$ cat src/hw/rtl/tpss_pkg.sv
// types, widths and codes of the two-pass sample statistics core
// depends on nothing; used by every module of the block
package tpss_pkg;

  localparam int unsigned COUNT_MAX_DEF      = 65536;
  localparam int unsigned MEAN_FRAC_BITS_DEF = 8;

  localparam int SAMPLE_W   = 16;
  localparam int CNT_W      = 17;
  localparam int SUM_W      = 32;
  localparam int MEAN_W     = 24;
  localparam int STD_W      = 24;
  localparam int SQ_W       = 64;
  localparam int DEV_W      = 26;
  localparam int MAG_W      = 25;
  localparam int PROD_W     = 2 * MAG_W;
  localparam int DVSR_W     = CNT_W + 1;
  localparam int ROOT_W     = SQ_W / 2;
  localparam int SREM_W     = ROOT_W + 2;
  localparam int DIV_STEPS  = SQ_W;
  localparam int SQRT_STEPS = SQ_W / 2;
  localparam int STEP_W     = $clog2(DIV_STEPS);
  localparam int QUEUE_DEPTH = 2;

  localparam logic [MEAN_W-2:0] MEAN_MAX = '1;
  localparam logic [STD_W-1:0]  STD_MAX  = '1;

  localparam logic MODE_PASS1 = 1'b0;
  localparam logic MODE_PASS2 = 1'b1;
  localparam logic KIND_STATS = 1'b0;
  localparam logic KIND_STD   = 1'b1;

  typedef struct packed {
    logic                       mode;
    logic signed [SAMPLE_W-1:0] sample;
    logic                       last;
  } in_t;

  typedef struct packed {
    logic                       kind;
    logic signed [SAMPLE_W-1:0] min_value;
    logic signed [SAMPLE_W-1:0] max_value;
    logic signed [MEAN_W-1:0]   mean_value;
    logic [STD_W-1:0]           std_value;
    logic                       overflowed;
  } out_t;

  // snapshot of one finished pass, handed from front to back
  typedef struct packed {
    logic                       kind;
    logic                       overflowed;
    logic signed [SAMPLE_W-1:0] min_value;
    logic signed [SAMPLE_W-1:0] max_value;
    logic signed [SUM_W-1:0]    sum;
    logic [CNT_W-1:0]           count;
    logic [SQ_W-1:0]            sq_sum;
    logic signed [MEAN_W-1:0]   mean;
  } job_t;

  typedef struct packed {
    logic                     valid;
    logic signed [MEAN_W-1:0] value;
  } mean_upd_t;

  typedef enum logic [1:0] {
    BK_IDLE,
    BK_DIV,
    BK_SQRT,
    BK_FIN
  } back_state_t;

endpackage

$ cat src/hw/rtl/tpss_front.sv
// front part: takes samples, squares deviations and keeps the running pass state
// depends on tpss_pkg; feeds finished passes into tpss_queue
module tpss_front #(
  parameter int unsigned COUNT_MAX      = tpss_pkg::COUNT_MAX_DEF,
  parameter int unsigned MEAN_FRAC_BITS = tpss_pkg::MEAN_FRAC_BITS_DEF
) (
  input  logic                clk,
  input  logic                rst,
  input  logic                in_valid,
  output logic                in_stall,
  input  tpss_pkg::in_t       in_data,
  input  logic                q_full,
  output logic                push,
  output tpss_pkg::job_t      push_job,
  input  tpss_pkg::mean_upd_t mean_upd
);

  localparam int SW   = tpss_pkg::SAMPLE_W;
  localparam int CW   = tpss_pkg::CNT_W;
  localparam int SUMW = tpss_pkg::SUM_W;
  localparam int SQW  = tpss_pkg::SQ_W;
  localparam int MW   = tpss_pkg::MEAN_W;
  localparam int DVW  = tpss_pkg::DEV_W;
  localparam int MGW  = tpss_pkg::MAG_W;
  localparam int PW   = tpss_pkg::PROD_W;
  localparam logic [CW-1:0] CAP = CW'(COUNT_MAX);

  logic                   v1, v2;
  logic                   mode1, mode2, last1, last2;
  logic signed [SW-1:0]   s1, s2;
  logic [MGW-1:0]         mag1;
  logic [PW-1:0]          prod2;
  logic signed [SW-1:0]   run_min, run_max, min_next, max_next;
  logic signed [SUMW-1:0] run_sum, sum_next;
  logic [CW-1:0]          count, count_next;
  logic [SQW-1:0]         sq_sum, sq_next;
  logic                   ovf, ovf_next;
  logic signed [MW-1:0]   mean_kept;
  logic                   mean_wait;
  logic                   en, accept, take;
  logic signed [DVW-1:0]  dev;

  // pipeline holds only when a finished pass cannot enter the queue
  assign en       = !(v2 && last2 && q_full);
  // after a pass-one end, later samples need the new mean
  assign in_stall = !en || mean_wait;
  assign accept   = in_valid && !in_stall;
  assign dev      = (DVW'($signed(in_data.sample)) <<< MEAN_FRAC_BITS) - DVW'(mean_kept);
  assign push     = v2 && last2 && !q_full;

  always_comb begin
    take       = count < CAP;
    min_next   = run_min;
    max_next   = run_max;
    sum_next   = run_sum;
    sq_next    = sq_sum;
    count_next = count;
    ovf_next   = ovf;
    if (take) begin
      if (mode2 == tpss_pkg::MODE_PASS1) begin
        if (count == '0) begin
          min_next = s2;
          max_next = s2;
        end else begin
          if (s2 < run_min) min_next = s2;
          if (s2 > run_max) max_next = s2;
        end
        sum_next = run_sum + SUMW'(s2);
      end else begin
        sq_next = sq_sum + SQW'(prod2);
      end
      count_next = count + CW'(1);
    end else begin
      ovf_next = 1'b1;
    end
  end

  always_comb begin
    push_job.kind       = mode2;
    push_job.overflowed = ovf_next;
    push_job.min_value  = min_next;
    push_job.max_value  = max_next;
    push_job.sum        = sum_next;
    push_job.count      = count_next;
    push_job.sq_sum     = sq_next;
    push_job.mean       = mean_kept;
  end

  always_ff @(posedge clk) begin
    if (en) begin
      mode1 <= in_data.mode;
      last1 <= in_data.last;
      s1    <= in_data.sample;
      mag1  <= dev[DVW-1] ? MGW'(-dev) : MGW'(dev);
      mode2 <= mode1;
      last2 <= last1;
      s2    <= s1;
      prod2 <= mag1 * mag1;
    end
  end

  always_ff @(posedge clk) begin
    if (rst) begin
      v1        <= 1'b0;
      v2        <= 1'b0;
      run_min   <= '0;
      run_max   <= '0;
      run_sum   <= '0;
      sq_sum    <= '0;
      count     <= '0;
      ovf       <= 1'b0;
      mean_kept <= '0;
      mean_wait <= 1'b0;
    end else begin
      if (en) begin
        v1 <= accept;
        v2 <= v1;
      end
      if (v2 && en) begin
        if (last2) begin
          run_min <= '0;
          run_max <= '0;
          run_sum <= '0;
          sq_sum  <= '0;
          count   <= '0;
          ovf     <= 1'b0;
        end else begin
          run_min <= min_next;
          run_max <= max_next;
          run_sum <= sum_next;
          sq_sum  <= sq_next;
          count   <= count_next;
          ovf     <= ovf_next;
        end
      end
      if (mean_upd.valid) mean_kept <= mean_upd.value;
      if (accept && in_data.last && in_data.mode == tpss_pkg::MODE_PASS1) begin
        mean_wait <= 1'b1;
      end else if (mean_upd.valid) begin
        mean_wait <= 1'b0;
      end
    end
  end

endmodule

$ cat src/hw/rtl/tpss_queue.sv
// short queue of finished passes between front and back
// depends on tpss_pkg
module tpss_queue (
  input  logic           clk,
  input  logic           rst,
  input  logic           push,
  input  tpss_pkg::job_t push_job,
  output logic           full,
  output logic           q_valid,
  input  logic           pop,
  output tpss_pkg::job_t q_job
);

  localparam int DEPTH = tpss_pkg::QUEUE_DEPTH;
  localparam int PTRW  = $clog2(DEPTH);
  localparam int FILLW = $clog2(DEPTH + 1);

  tpss_pkg::job_t   slot [DEPTH];
  logic [PTRW-1:0]  wr_ptr, rd_ptr;
  logic [FILLW-1:0] fill;

  assign full    = fill == FILLW'(DEPTH);
  assign q_valid = fill != '0;
  assign q_job   = slot[rd_ptr];

  always_ff @(posedge clk) begin
    if (push) slot[wr_ptr] <= push_job;
  end

  always_ff @(posedge clk) begin
    if (rst) begin
      wr_ptr <= '0;
      rd_ptr <= '0;
      fill   <= '0;
    end else begin
      if (push) wr_ptr <= (wr_ptr == PTRW'(DEPTH - 1)) ? '0 : wr_ptr + PTRW'(1);
      if (pop)  rd_ptr <= (rd_ptr == PTRW'(DEPTH - 1)) ? '0 : rd_ptr + PTRW'(1);
      case ({push, pop})
        2'b10:   fill <= fill + FILLW'(1);
        2'b01:   fill <= fill - FILLW'(1);
        default: fill <= fill;
      endcase
    end
  end

endmodule

$ cat src/hw/rtl/tpss_back.sv
// back part: shared radix-2 divider and digit-by-digit square root, output register
// depends on tpss_pkg; takes finished passes from tpss_queue
module tpss_back #(
  parameter int unsigned MEAN_FRAC_BITS = tpss_pkg::MEAN_FRAC_BITS_DEF
) (
  input  logic                clk,
  input  logic                rst,
  input  logic                q_valid,
  output logic                pop,
  input  tpss_pkg::job_t      q_job,
  output logic                out_valid,
  input  logic                out_stall,
  output tpss_pkg::out_t      out_data,
  output tpss_pkg::mean_upd_t mean_upd
);

  localparam int SW    = tpss_pkg::SAMPLE_W;
  localparam int CW    = tpss_pkg::CNT_W;
  localparam int SUMW  = tpss_pkg::SUM_W;
  localparam int SQW   = tpss_pkg::SQ_W;
  localparam int MW    = tpss_pkg::MEAN_W;
  localparam int STW   = tpss_pkg::STD_W;
  localparam int DW    = tpss_pkg::DVSR_W;
  localparam int RW    = tpss_pkg::ROOT_W;
  localparam int RMW   = tpss_pkg::SREM_W;
  localparam int STPW  = tpss_pkg::STEP_W;
  localparam int SQ_SHIFT = 16 - 2 * MEAN_FRAC_BITS;
  localparam logic [STPW-1:0] DIV_END  = STPW'(tpss_pkg::DIV_STEPS - 1);
  localparam logic [STPW-1:0] SQRT_END = STPW'(tpss_pkg::SQRT_STEPS - 1);

  tpss_pkg::back_state_t state, state_next;
  tpss_pkg::job_t        jb;
  logic [SQW-1:0]        num;
  logic [DW-1:0]         rem, dvsr;
  logic [RW-1:0]         root;
  logic [RMW-1:0]        srem;
  logic [STPW-1:0]       step;
  logic                  load_out;

  // setup from the queue head
  logic [SUMW-1:0] sum_mag;
  logic [SQW-1:0]  mean_num, std_num;
  logic            need_div;
  // divider step
  logic [DW:0]     rem_sh, rem_sub;
  logic            qbit;
  logic [DW-1:0]   rem_step;
  // square root step
  logic [RMW+1:0]  srem_sh, trial, srem_sub;
  logic            sbit;
  // result
  logic [MW-2:0]   mean_sat;
  logic signed [MW-1:0] mean_res;
  logic [RW:0]     root_r;
  logic [STW-1:0]  std_res;
  tpss_pkg::out_t  res;

  always_comb begin
    sum_mag  = q_job.sum[SUMW-1] ? SUMW'(-q_job.sum) : q_job.sum;
    mean_num = (SQW'(sum_mag) << (MEAN_FRAC_BITS + 1)) + SQW'(q_job.count);
    std_num  = q_job.sq_sum << SQ_SHIFT;
    if (q_job.kind == tpss_pkg::KIND_STATS) begin
      need_div = q_job.count != '0;
    end else begin
      need_div = q_job.count > CW'(1);
    end

    rem_sh   = {rem, num[SQW-1]};
    rem_sub  = rem_sh - {1'b0, dvsr};
    qbit     = rem_sh >= {1'b0, dvsr};
    rem_step = qbit ? rem_sub[DW-1:0] : rem_sh[DW-1:0];

    srem_sh  = {srem, num[SQW-1:SQW-2]};
    trial    = {2'b00, root, 2'b01};
    srem_sub = srem_sh - trial;
    sbit     = srem_sh >= trial;

    mean_sat = (num > SQW'(tpss_pkg::MEAN_MAX)) ? tpss_pkg::MEAN_MAX : num[MW-2:0];
    mean_res = jb.sum[SUMW-1] ? -MW'(mean_sat) : MW'(mean_sat);
    // round to nearest: bump when the remainder exceeds the floor root
    root_r   = (RW + 1)'(root) + (RW + 1)'(srem > RMW'(root));
    std_res  = (root_r > (RW + 1)'(tpss_pkg::STD_MAX)) ? tpss_pkg::STD_MAX : root_r[STW-1:0];

    res.kind       = jb.kind;
    res.overflowed = jb.overflowed;
    if (jb.kind == tpss_pkg::KIND_STATS) begin
      res.min_value  = jb.min_value;
      res.max_value  = jb.max_value;
      res.mean_value = mean_res;
      res.std_value  = '0;
    end else begin
      res.min_value  = SW'(0);
      res.max_value  = SW'(0);
      res.mean_value = jb.mean;
      res.std_value  = std_res;
    end
  end

  always_ff @(posedge clk) begin
    if (rst) state <= tpss_pkg::BK_IDLE;
    else     state <= state_next;
  end

  always_comb begin
    state_next     = state;
    pop            = 1'b0;
    load_out       = 1'b0;
    mean_upd.valid = 1'b0;
    mean_upd.value = mean_res;
    case (state)
      tpss_pkg::BK_IDLE: begin
        if (q_valid) begin
          pop        = 1'b1;
          state_next = need_div ? tpss_pkg::BK_DIV : tpss_pkg::BK_FIN;
        end
      end
      tpss_pkg::BK_DIV: begin
        if (step == DIV_END) begin
          state_next = (jb.kind == tpss_pkg::KIND_STD) ? tpss_pkg::BK_SQRT : tpss_pkg::BK_FIN;
        end
      end
      tpss_pkg::BK_SQRT: begin
        if (step == SQRT_END) state_next = tpss_pkg::BK_FIN;
      end
      tpss_pkg::BK_FIN: begin
        if (!out_valid || !out_stall) begin
          load_out       = 1'b1;
          mean_upd.valid = jb.kind == tpss_pkg::KIND_STATS;
          state_next     = tpss_pkg::BK_IDLE;
        end
      end
      default: state_next = tpss_pkg::BK_IDLE;
    endcase
  end

  always_ff @(posedge clk) begin
    if (rst) begin
      step <= '0;
    end else begin
      case (state)
        tpss_pkg::BK_IDLE: step <= '0;
        tpss_pkg::BK_DIV:  step <= step + STPW'(1);
        tpss_pkg::BK_SQRT: step <= step + STPW'(1);
        default:           step <= '0;
      endcase
    end
  end

  always_ff @(posedge clk) begin
    case (state)
      tpss_pkg::BK_IDLE: begin
        if (q_valid) begin
          jb   <= q_job;
          rem  <= '0;
          root <= '0;
          srem <= '0;
          if (q_job.kind == tpss_pkg::KIND_STATS) begin
            num  <= need_div ? mean_num : '0;
            dvsr <= {q_job.count, 1'b0};
          end else begin
            num  <= std_num;
            dvsr <= DW'(q_job.count - CW'(1));
          end
        end
      end
      tpss_pkg::BK_DIV: begin
        // quotient bits shift in where numerator bits leave
        rem <= rem_step;
        num <= {num[SQW-2:0], qbit};
      end
      tpss_pkg::BK_SQRT: begin
        srem <= sbit ? srem_sub[RMW-1:0] : srem_sh[RMW-1:0];
        root <= {root[RW-2:0], sbit};
        num  <= {num[SQW-3:0], 2'b00};
      end
      default: begin
      end
    endcase
  end

  always_ff @(posedge clk) begin
    if (rst) begin
      out_valid <= 1'b0;
    end else if (load_out) begin
      out_valid <= 1'b1;
    end else if (!out_stall) begin
      out_valid <= 1'b0;
    end
  end

  always_ff @(posedge clk) begin
    if (load_out) out_data <= res;
  end

endmodule

$ cat src/hw/rtl/two_pass_sample_statistics_core.sv
// Two-pass sample statistics. Within a pass the core takes one sample per cycle
// while in_stall is low; each sample passes a three-stage front (deviation,
// 25x25 square, accumulate). A sample marked last hands the pass to a two-entry
// queue and the back part, which runs a shared divider one quotient bit per
// cycle and, for a pass-two summary, a square root one result bit per cycle
// (both skipped when there is nothing to divide), then loads the output
// register. After the last sample of pass one the input stalls until the new
// mean is back from the divider, longer while the output is held; after the
// last sample of pass two the next pass can start at once while the back part
// works, up to two finished passes waiting in the queue.
// depends on tpss_pkg, tpss_front, tpss_queue, tpss_back
module two_pass_sample_statistics_core #(
  parameter int unsigned COUNT_MAX      = tpss_pkg::COUNT_MAX_DEF,
  parameter int unsigned MEAN_FRAC_BITS = tpss_pkg::MEAN_FRAC_BITS_DEF
) (
  input  logic           clk,
  input  logic           rst,
  input  logic           in_valid,
  output logic           in_stall,
  input  tpss_pkg::in_t  in_data,
  output logic           out_valid,
  input  logic           out_stall,
  output tpss_pkg::out_t out_data
);

  logic                q_full, push, q_valid, pop;
  tpss_pkg::job_t      push_job, q_job;
  tpss_pkg::mean_upd_t mean_upd;

  tpss_front #(
    .COUNT_MAX      (COUNT_MAX),
    .MEAN_FRAC_BITS (MEAN_FRAC_BITS)
  ) u_front (
    .clk      (clk),
    .rst      (rst),
    .in_valid (in_valid),
    .in_stall (in_stall),
    .in_data  (in_data),
    .q_full   (q_full),
    .push     (push),
    .push_job (push_job),
    .mean_upd (mean_upd)
  );

  tpss_queue u_queue (
    .clk      (clk),
    .rst      (rst),
    .push     (push),
    .push_job (push_job),
    .full     (q_full),
    .q_valid  (q_valid),
    .pop      (pop),
    .q_job    (q_job)
  );

  tpss_back #(
    .MEAN_FRAC_BITS (MEAN_FRAC_BITS)
  ) u_back (
    .clk       (clk),
    .rst       (rst),
    .q_valid   (q_valid),
    .pop       (pop),
    .q_job     (q_job),
    .out_valid (out_valid),
    .out_stall (out_stall),
    .out_data  (out_data),
    .mean_upd  (mean_upd)
  );

endmodule

$ cat config.mk
export PLATFORM = sky130hd
export DESIGN_NAME = two_pass_sample_statistics_core
export DESIGN_NICKNAME = d
export VERILOG_FILES = /design/src/hw/rtl/tpss_pkg.sv /design/src/hw/rtl/tpss_front.sv /design/src/hw/rtl/tpss_queue.sv /design/src/hw/rtl/tpss_back.sv /design/src/hw/rtl/two_pass_sample_statistics_core.sv
export SDC_FILE = /design/constraint.sdc
export NUM_CORES = 2
export LEC_CHECK = 0
export BUFFER_PORTS_ARGS = -buffer_cell sky130_fd_sc_hd__buf_2
export CAP_MARGIN = 0
export CORE_UTILIZATION = 65
export DETAILED_ROUTE_END_ITERATION = 10
export GPL_ROUTABILITY_DRIVEN = 0
export PLACE_DENSITY = 0.81
export SYNTH_ARGS = -nofsm -noshare
export SYNTH_HDL_FRONTEND = slang
export SYNTH_HIERARCHICAL = 1
export SYNTH_SLANG_ARGS = --single-unit
$ cat constraint.sdc
create_clock -name clk -period 13.1 [get_ports clk]
set_clock_uncertainty 0.2 [all_clocks]
set_input_delay 3.93 -clock clk [delete_from_list [all_inputs] [get_ports clk]]
set_output_delay 3.93 -clock clk [all_outputs]
set_load 0.01 [all_outputs]
-- Word level (Yosys, flattened, before mapping)
Memory sizes are Yosys's and may differ from the RTL's. A register that Yosys moved wholly into a read port is not among the register bits.
Cells that the tools add are included.
W data, S select, Z words.
- register bits: 635
- RAM bits: 342
- input bits: 22
- output and inout port bits: 84
- logic and storage cells: 180
- memories kept: 1
- memories (name ; depth ; bits a word ; rd ports ; clocked after memory_dff ; write ports ; line ; source):
    u_queue.slot ; 2 ; 171 ; 1 ; 1 ; 1 ; tpss_queue.sv:18 ; tpss_pkg::job_t slot [DEPTH];
- add/subtract/negate cells: 17
- multipliers: 1
- order comparisons: 9
- equality and inequality tests: 13
- muxes and demuxes: 64
- bitwise operators: 3
- reductions and logical operators: 30
- operators with widths (kind ; number):
    $mux W64 ; 6
    $pmux W64 S3 ; 1
    $mux W16 ; 10
    $mux W32 ; 5
    $mux W34 ; 2
    $pmux W34 S2 ; 1
    $add A64 B50 Y64 ; 1
    $gt A64 B23 Y1 const B ; 1
    $pmux W32 S2 ; 1
    $mux W18 ; 3
    $mul A25 B25 Y50 ; 1
    $mux W24 ; 2
    $mux W48 ; 1
    $add A41 B17 Y42 ; 1
    $ge A36 B34 Y1 ; 1
    $pmux W18 S2 ; 1
    $gt A34 B32 Y1 ; 1
    $mux W17 ; 2
    $sub A34 B34 Y34 ; 1
    $add A32 B1 Y33 ; 1
    $gt A33 B24 Y1 const B ; 1
    $add A32 B16 Y32 ; 1
    $neg A32 Y32 ; 1
    $mux W25 ; 1
    38 further kinds ; 90

-- Logic depth before layout (Yosys ltp)
- depth after elaboration: 8
- gate-level depth with buffers: 29
- mapped depth without buffers: 27

-- Cells and area by module
Netlist, hierarchy kept.
- modules (own cells, without submodules) (module ; instances ; cells an instance ; area each (um^2)):
    tpss_front ; 1 ; 4064 ; 36084.6
    tpss_back ; 1 ; 1824 ; 18753.0
    tpss_queue ; 1 ; 554 ; 12903.6

-- Worst setup path after synthesis
OpenSTA, ideal clock, no wires.
- path type: input to register
- from: in out_stall
- to: reg u_front.mean_kept[10]
- setup time: 0.128 ns
- arrival time: 11.498 ns
- path slack: 1.275 ns
- stages: 6
- cell sequence: a21boi_0 > and2_1 > clkbuf_1 > clkbuf_1 > mux2i_1 > nor2_1
- RTL lines (what ; line ; source):
    start, declared ; two_pass_sample_statistics_core.sv:22 ; input logic out_stall,
    end signal, assigned ; tpss_front.sv:136 ; if (mean_upd.valid) mean_kept <= mean_upd.value;
    end, declared ; tpss_front.sv:38 ; logic signed [MW-1:0] mean_kept;

-- Final worst setup path
- from: reg u_front.mag1[8]
- to: reg u_front.prod2[49], data pin
- longest elaborated chain between the ends: 1
- RTL lines (what ; line ; source):
    start, declared ; tpss_front.sv:31 ; logic [MGW-1:0] mag1;
    start signal, assigned ; tpss_front.sv:94 ; mag1 <= dev[DVW-1] ? MGW'(-dev) : MGW'(dev);
    $mul A25 B25 Y50 ; tpss_front.sv:98 ; prod2 <= mag1 * mag1;
    end signal, assigned ; tpss_front.sv:98 ;
    end, declared ; tpss_front.sv:32 ; logic [PW-1:0] prod2;
No other way between the ends.
A chain may end at the register's enable or synchronous reset.

==> key figures <==
Synth
  – Net count of the mapped netlist: 7338
  – Seq/Total Area, Yosys: 39.17%
  – YS warnings: 6
  – Unique cell type count in the Yosys netlist: 99
  – Count of state elements after synthesis: 946
  – Async set-reset flop share out of synthesis: 0%
  – Post-synth top flop: sky130_fd_sc_hd__edfxtp_1
  – Combined area of all synthesized cells: 0.06774 mm^2
  – Average size of a mapped cell: 10.52 um^2
  – Post-synth EDFFs: 759
  – Number of cells produced by synthesis: 6442

Place
  – Worst Setup Slack post-DPL: 4658 ps
  – Number of input and output port buffers inserted: 105
  – Total cell area at the placement stage: 0.06939 mm^2
  – HPWL reported at the end of detailed placement: 118700 um

Global route
  – Initial antenna violation count: 1
  – Total gr overflow: 0
  – First-pass GRT wire length: 259200 um
  – Total Routing Usage GR: 30.98%
  – Pin count of the biggest net entering global routing: 139
  – Via count of the first global-routing pass: 48665

Clock network
  – Clock insertion delay at the later pin of the skew report: 670 ps
  – Number of gates resized after cts: 0
  – Largest buffer count on any clock path: 3
  – Number of buffers created by CTS: 94
  – Clock Pin Slew Worst Setup and Hold Paths: 70 ps
  – Clock H-tree levels: 3
  – Total of hold buffers inserted after clock tree synthesis: 0
  – Clock tree from TritonCTS: yes
  – Clk root buf: sky130_fd_sc_hd__clkbuf_16
  – Setup Buffers After CTS: 0
  – TritonCTS sink count: 946

Die
  – Initial core utilization: 65.55%
  – Cell Rows: 118
  – Ports: 106
  – Placeable core region: 0.1033 mm^2
  – Die Area: 0.1055 mm^2
  – Die Width: 324.8 um
  – Y dimension of the die: 324.8 um

STA
  – Slew Limit Headroom: 15.92%
  – Number of pins with negative max-slew slack in the final report: 0
  – Fmax achieved: 115.8 MHz
  – Final Critical Period: 8634 ps
  – Unrepaired setup endpoints after global routing: no
  – Crit share post-route: 65.91%
  – Final number of hold-violating endpoints: 0
  – Worst-Margin Slew: 1261 ps
  – Setup violation total in the final timing report: 0
  – Setup tns final: 0 ps
  – Hold slack: 223.0 ps
  – Least setup slack across all paths after layout: 4466 ps

Hold path
  – Hold Crit Endpoint: u_front/last2
  – Cell depth of the worst hold path: 0
  – Hold Startpoint: u_front/last1
  – Path class of the lowest-slack min-delay path: flip-flop to flip-flop

Critical path
  – Arrival time of data at the critical path endpoint: 8830 ps
  – Kind of capture point of the worst setup path: flip-flop
  – CP peak stage delay: 1180 ps
  – Worst path most repeated cell: sky130_fd_sc_hd__fa_1
  – CP bufs+invs: 3
  – Setup crit start kind: flip-flop
  – Cell chain of the critical path: inv_1, nor2_1, fa_1, fa_1, inv_1, fa_1, fa_1, inv_1, fa_1, fa_1, fa_1, ha_1, nand4_1, nor4_1, and4_1, nand4bb_1, a21oi_1, o211ai_1, o211ai_1, a31o_2, o41ai_1, xnor2_1
  – Largest fanout on the critical path: 23
  – Critical-path top delay cell: sky130_fd_sc_hd__edfxtp_1
  – Req. time, crit path: 13300 ps
  – Start of the worst register-to-register path: u_front/mag1[8]
  – Flop2flop setup slack: 4470 ps
  – Worst reg2reg path depth: 22
  – Category of the critical setup timing path: flip-flop to flip-flop
  – Capture point of the worst reg-to-reg path: u_front/prod2[49]
  – Cell family with most CP delay: adder cells

Status
  – Result of the run: finished clean

Cells and area
  – Antenna cell count: 0
  – Multi-input combinational cell area: 0.03704 mm^2
  – Filler cell count in the final layout: 7219
  – Layout Cell Area excl Fill: 0.07256 mm^2
  – Final #Nets: 7323
  – Area growth from synthesis to layout: 7.113%
  – Commonest non-fill, non-tap cell in the layout: sky130_fd_sc_hd__inv_1
  – Sequential cell area in the final layout: 0.02654 mm^2
  – Proportion of layout cells with a drive suffix above 1: 9.144%
  – Commonest non-fill, non-tap cells in the layout: sky130_fd_sc_hd__inv_1 (832), sky130_fd_sc_hd__edfxtp_1 (759), sky130_fd_sc_hd__nand2_1 (601), sky130_fd_sc_hd__fa_1 (479), sky130_fd_sc_hd__ha_1 (395)

Route
  – Count of unresolved DRC violations after routing: 0
  – Total via count in the routed design: 48598
  – Number of DRC markers after the initial detailed-route iteration: 5103
  – Routed length per instance: 20.80 um
  – Number of nets with antenna violations after routing: 0
  – First-pass iteration count of the detailed router: 8
  – Via density: 6.162
  – Final wirelength: 164000 um

Run
  – Total of max-cap violations: 0
==> area by class of cell <==
class	count	area share, %
Multi-Input combinational cell	4389	51.05
Sequential cell	946	36.58
Inverter	838	4.337
Clock inverter	54	0.7346
Timing Repair Buffer	158	1.293
Tap cell	1380	2.380
Clock buffer	122	3.630
==> cell families after synthesis <==
group,share of synthesized area [%]
compound gates,11.85
xor+xnor,4.370
fa+ha+maj,21.45
buf+inv,6.313
flops,39.17
mux,5.170
simple gates,11.68
==> worst max path at each step <==
| stage | depth (start not counted) | endpoint | slack [ps] | startpoint |
|---|---|---|---|---|
| floorplan | 6 | u_front/mean_kept[10] | 1270 | out_stall |
| global placement | 26 | u_front/prod2[49] | 4910 | u_front/mag1[9] |
| detailed placement | 24 | u_front/prod2[49] | 4660 | u_front/mag1[3] |
| CTS | 24 | u_front/prod2[49] | 4600 | u_front/mag1[3] |
| global route | 26 | u_front/prod2[49] | 4070 | u_front/mag1[7] |
| finish | 22 | u_front/prod2[49] | 4470 | u_front/mag1[8] |
==> state kept, by name, indices dropped and copies added, names as in the netlist, 32 cells and up, named ones only <==
signal / flops
u_back/jb: 59
u_back/num: 64
u_back/out_data: 82
u_back/root: 32
u_back/srem: 34
u_front/prod2: 49
u_front/run_sum: 32
u_front/sq_sum: 64
u_queue/slot: 342
==> worst register-to-register path, stage by stage (launching register included) <==
cell                        delay [ps]
sky130_fd_sc_hd__edfxtp_1         1180
sky130_fd_sc_hd__inv_1             300
sky130_fd_sc_hd__nor2_1            220
sky130_fd_sc_hd__fa_1              490
sky130_fd_sc_hd__fa_1              540
sky130_fd_sc_hd__inv_1              60
sky130_fd_sc_hd__fa_1              520
sky130_fd_sc_hd__fa_1              510
sky130_fd_sc_hd__inv_1              50
sky130_fd_sc_hd__fa_1              460
sky130_fd_sc_hd__fa_1              520
sky130_fd_sc_hd__fa_1              490
sky130_fd_sc_hd__ha_1              410
sky130_fd_sc_hd__nand4_1           240
sky130_fd_sc_hd__nor4_1            320
sky130_fd_sc_hd__and4_1            270
sky130_fd_sc_hd__nand4bb_1         150
sky130_fd_sc_hd__a21oi_1           130
sky130_fd_sc_hd__o211ai_1          190
sky130_fd_sc_hd__o211ai_1          150
sky130_fd_sc_hd__a31o_2            320
sky130_fd_sc_hd__o41ai_1           520
sky130_fd_sc_hd__xnor2_1           130
==> cells in the mapped netlist (56+ instances only) <==
cell type | count | share of area, %
sky130_fd_sc_hd__and2_1 | 157 | 1.4
sky130_fd_sc_hd__nor2_1 | 398 | 2.2
sky130_fd_sc_hd__mux2_4 | 90 | 2.0
sky130_fd_sc_hd__xnor2_1 | 212 | 2.7
sky130_fd_sc_hd__a21oi_1 | 329 | 2.4
sky130_fd_sc_hd__nand2_1 | 602 | 3.3
sky130_fd_sc_hd__edfxtp_1 | 759 | 34
sky130_fd_sc_hd__a22oi_1 | 82 | 0.91
sky130_fd_sc_hd__clkbuf_1 | 219 | 1.2
sky130_fd_sc_hd__a21o_1 | 104 | 1.2
sky130_fd_sc_hd__xor2_1 | 126 | 1.6
sky130_fd_sc_hd__ha_1 | 395 | 7.3
sky130_fd_sc_hd__o21ai_0 | 220 | 1.6
sky130_fd_sc_hd__nor3_1 | 69 | 0.51
sky130_fd_sc_hd__dfxtp_1 | 187 | 5.5
sky130_fd_sc_hd__mux2i_1 | 63 | 0.93
sky130_fd_sc_hd__nand4_1 | 56 | 0.52
sky130_fd_sc_hd__inv_1 | 834 | 4.6
sky130_fd_sc_hd__a22o_1 | 75 | 0.97
sky130_fd_sc_hd__nand3_1 | 67 | 0.50
sky130_fd_sc_hd__fa_1 | 479 | 14
sky130_fd_sc_hd__mux2_2 | 129 | 2.1
sky130_fd_sc_hd__nor2b_1 | 76 | 0.70
==> through the flow <==
step                      util, %  instances
final                       70.21       7887
after global routing        70.21       7887
after CTS                   70.21       7887
after detailed placement    67.14       7711
after global placement      67.14       7711
after floorplan                 -       6442
==> routing by layer <==
metal / track usage [%] / share of wire, % / up-vias
li1: - / - / 22203
met1: 38.68 / 38 / 23755
met2: 52.37 / 49 / 2172
met3: 4.317 / 7.6 / 466
met4: 16.62 / 5.7 / 2
met5: 0 / 0.0079 / -
Power is not shown: default switching activity piles up to over one toggle a cycle in this logic, so the estimate is an artifact.
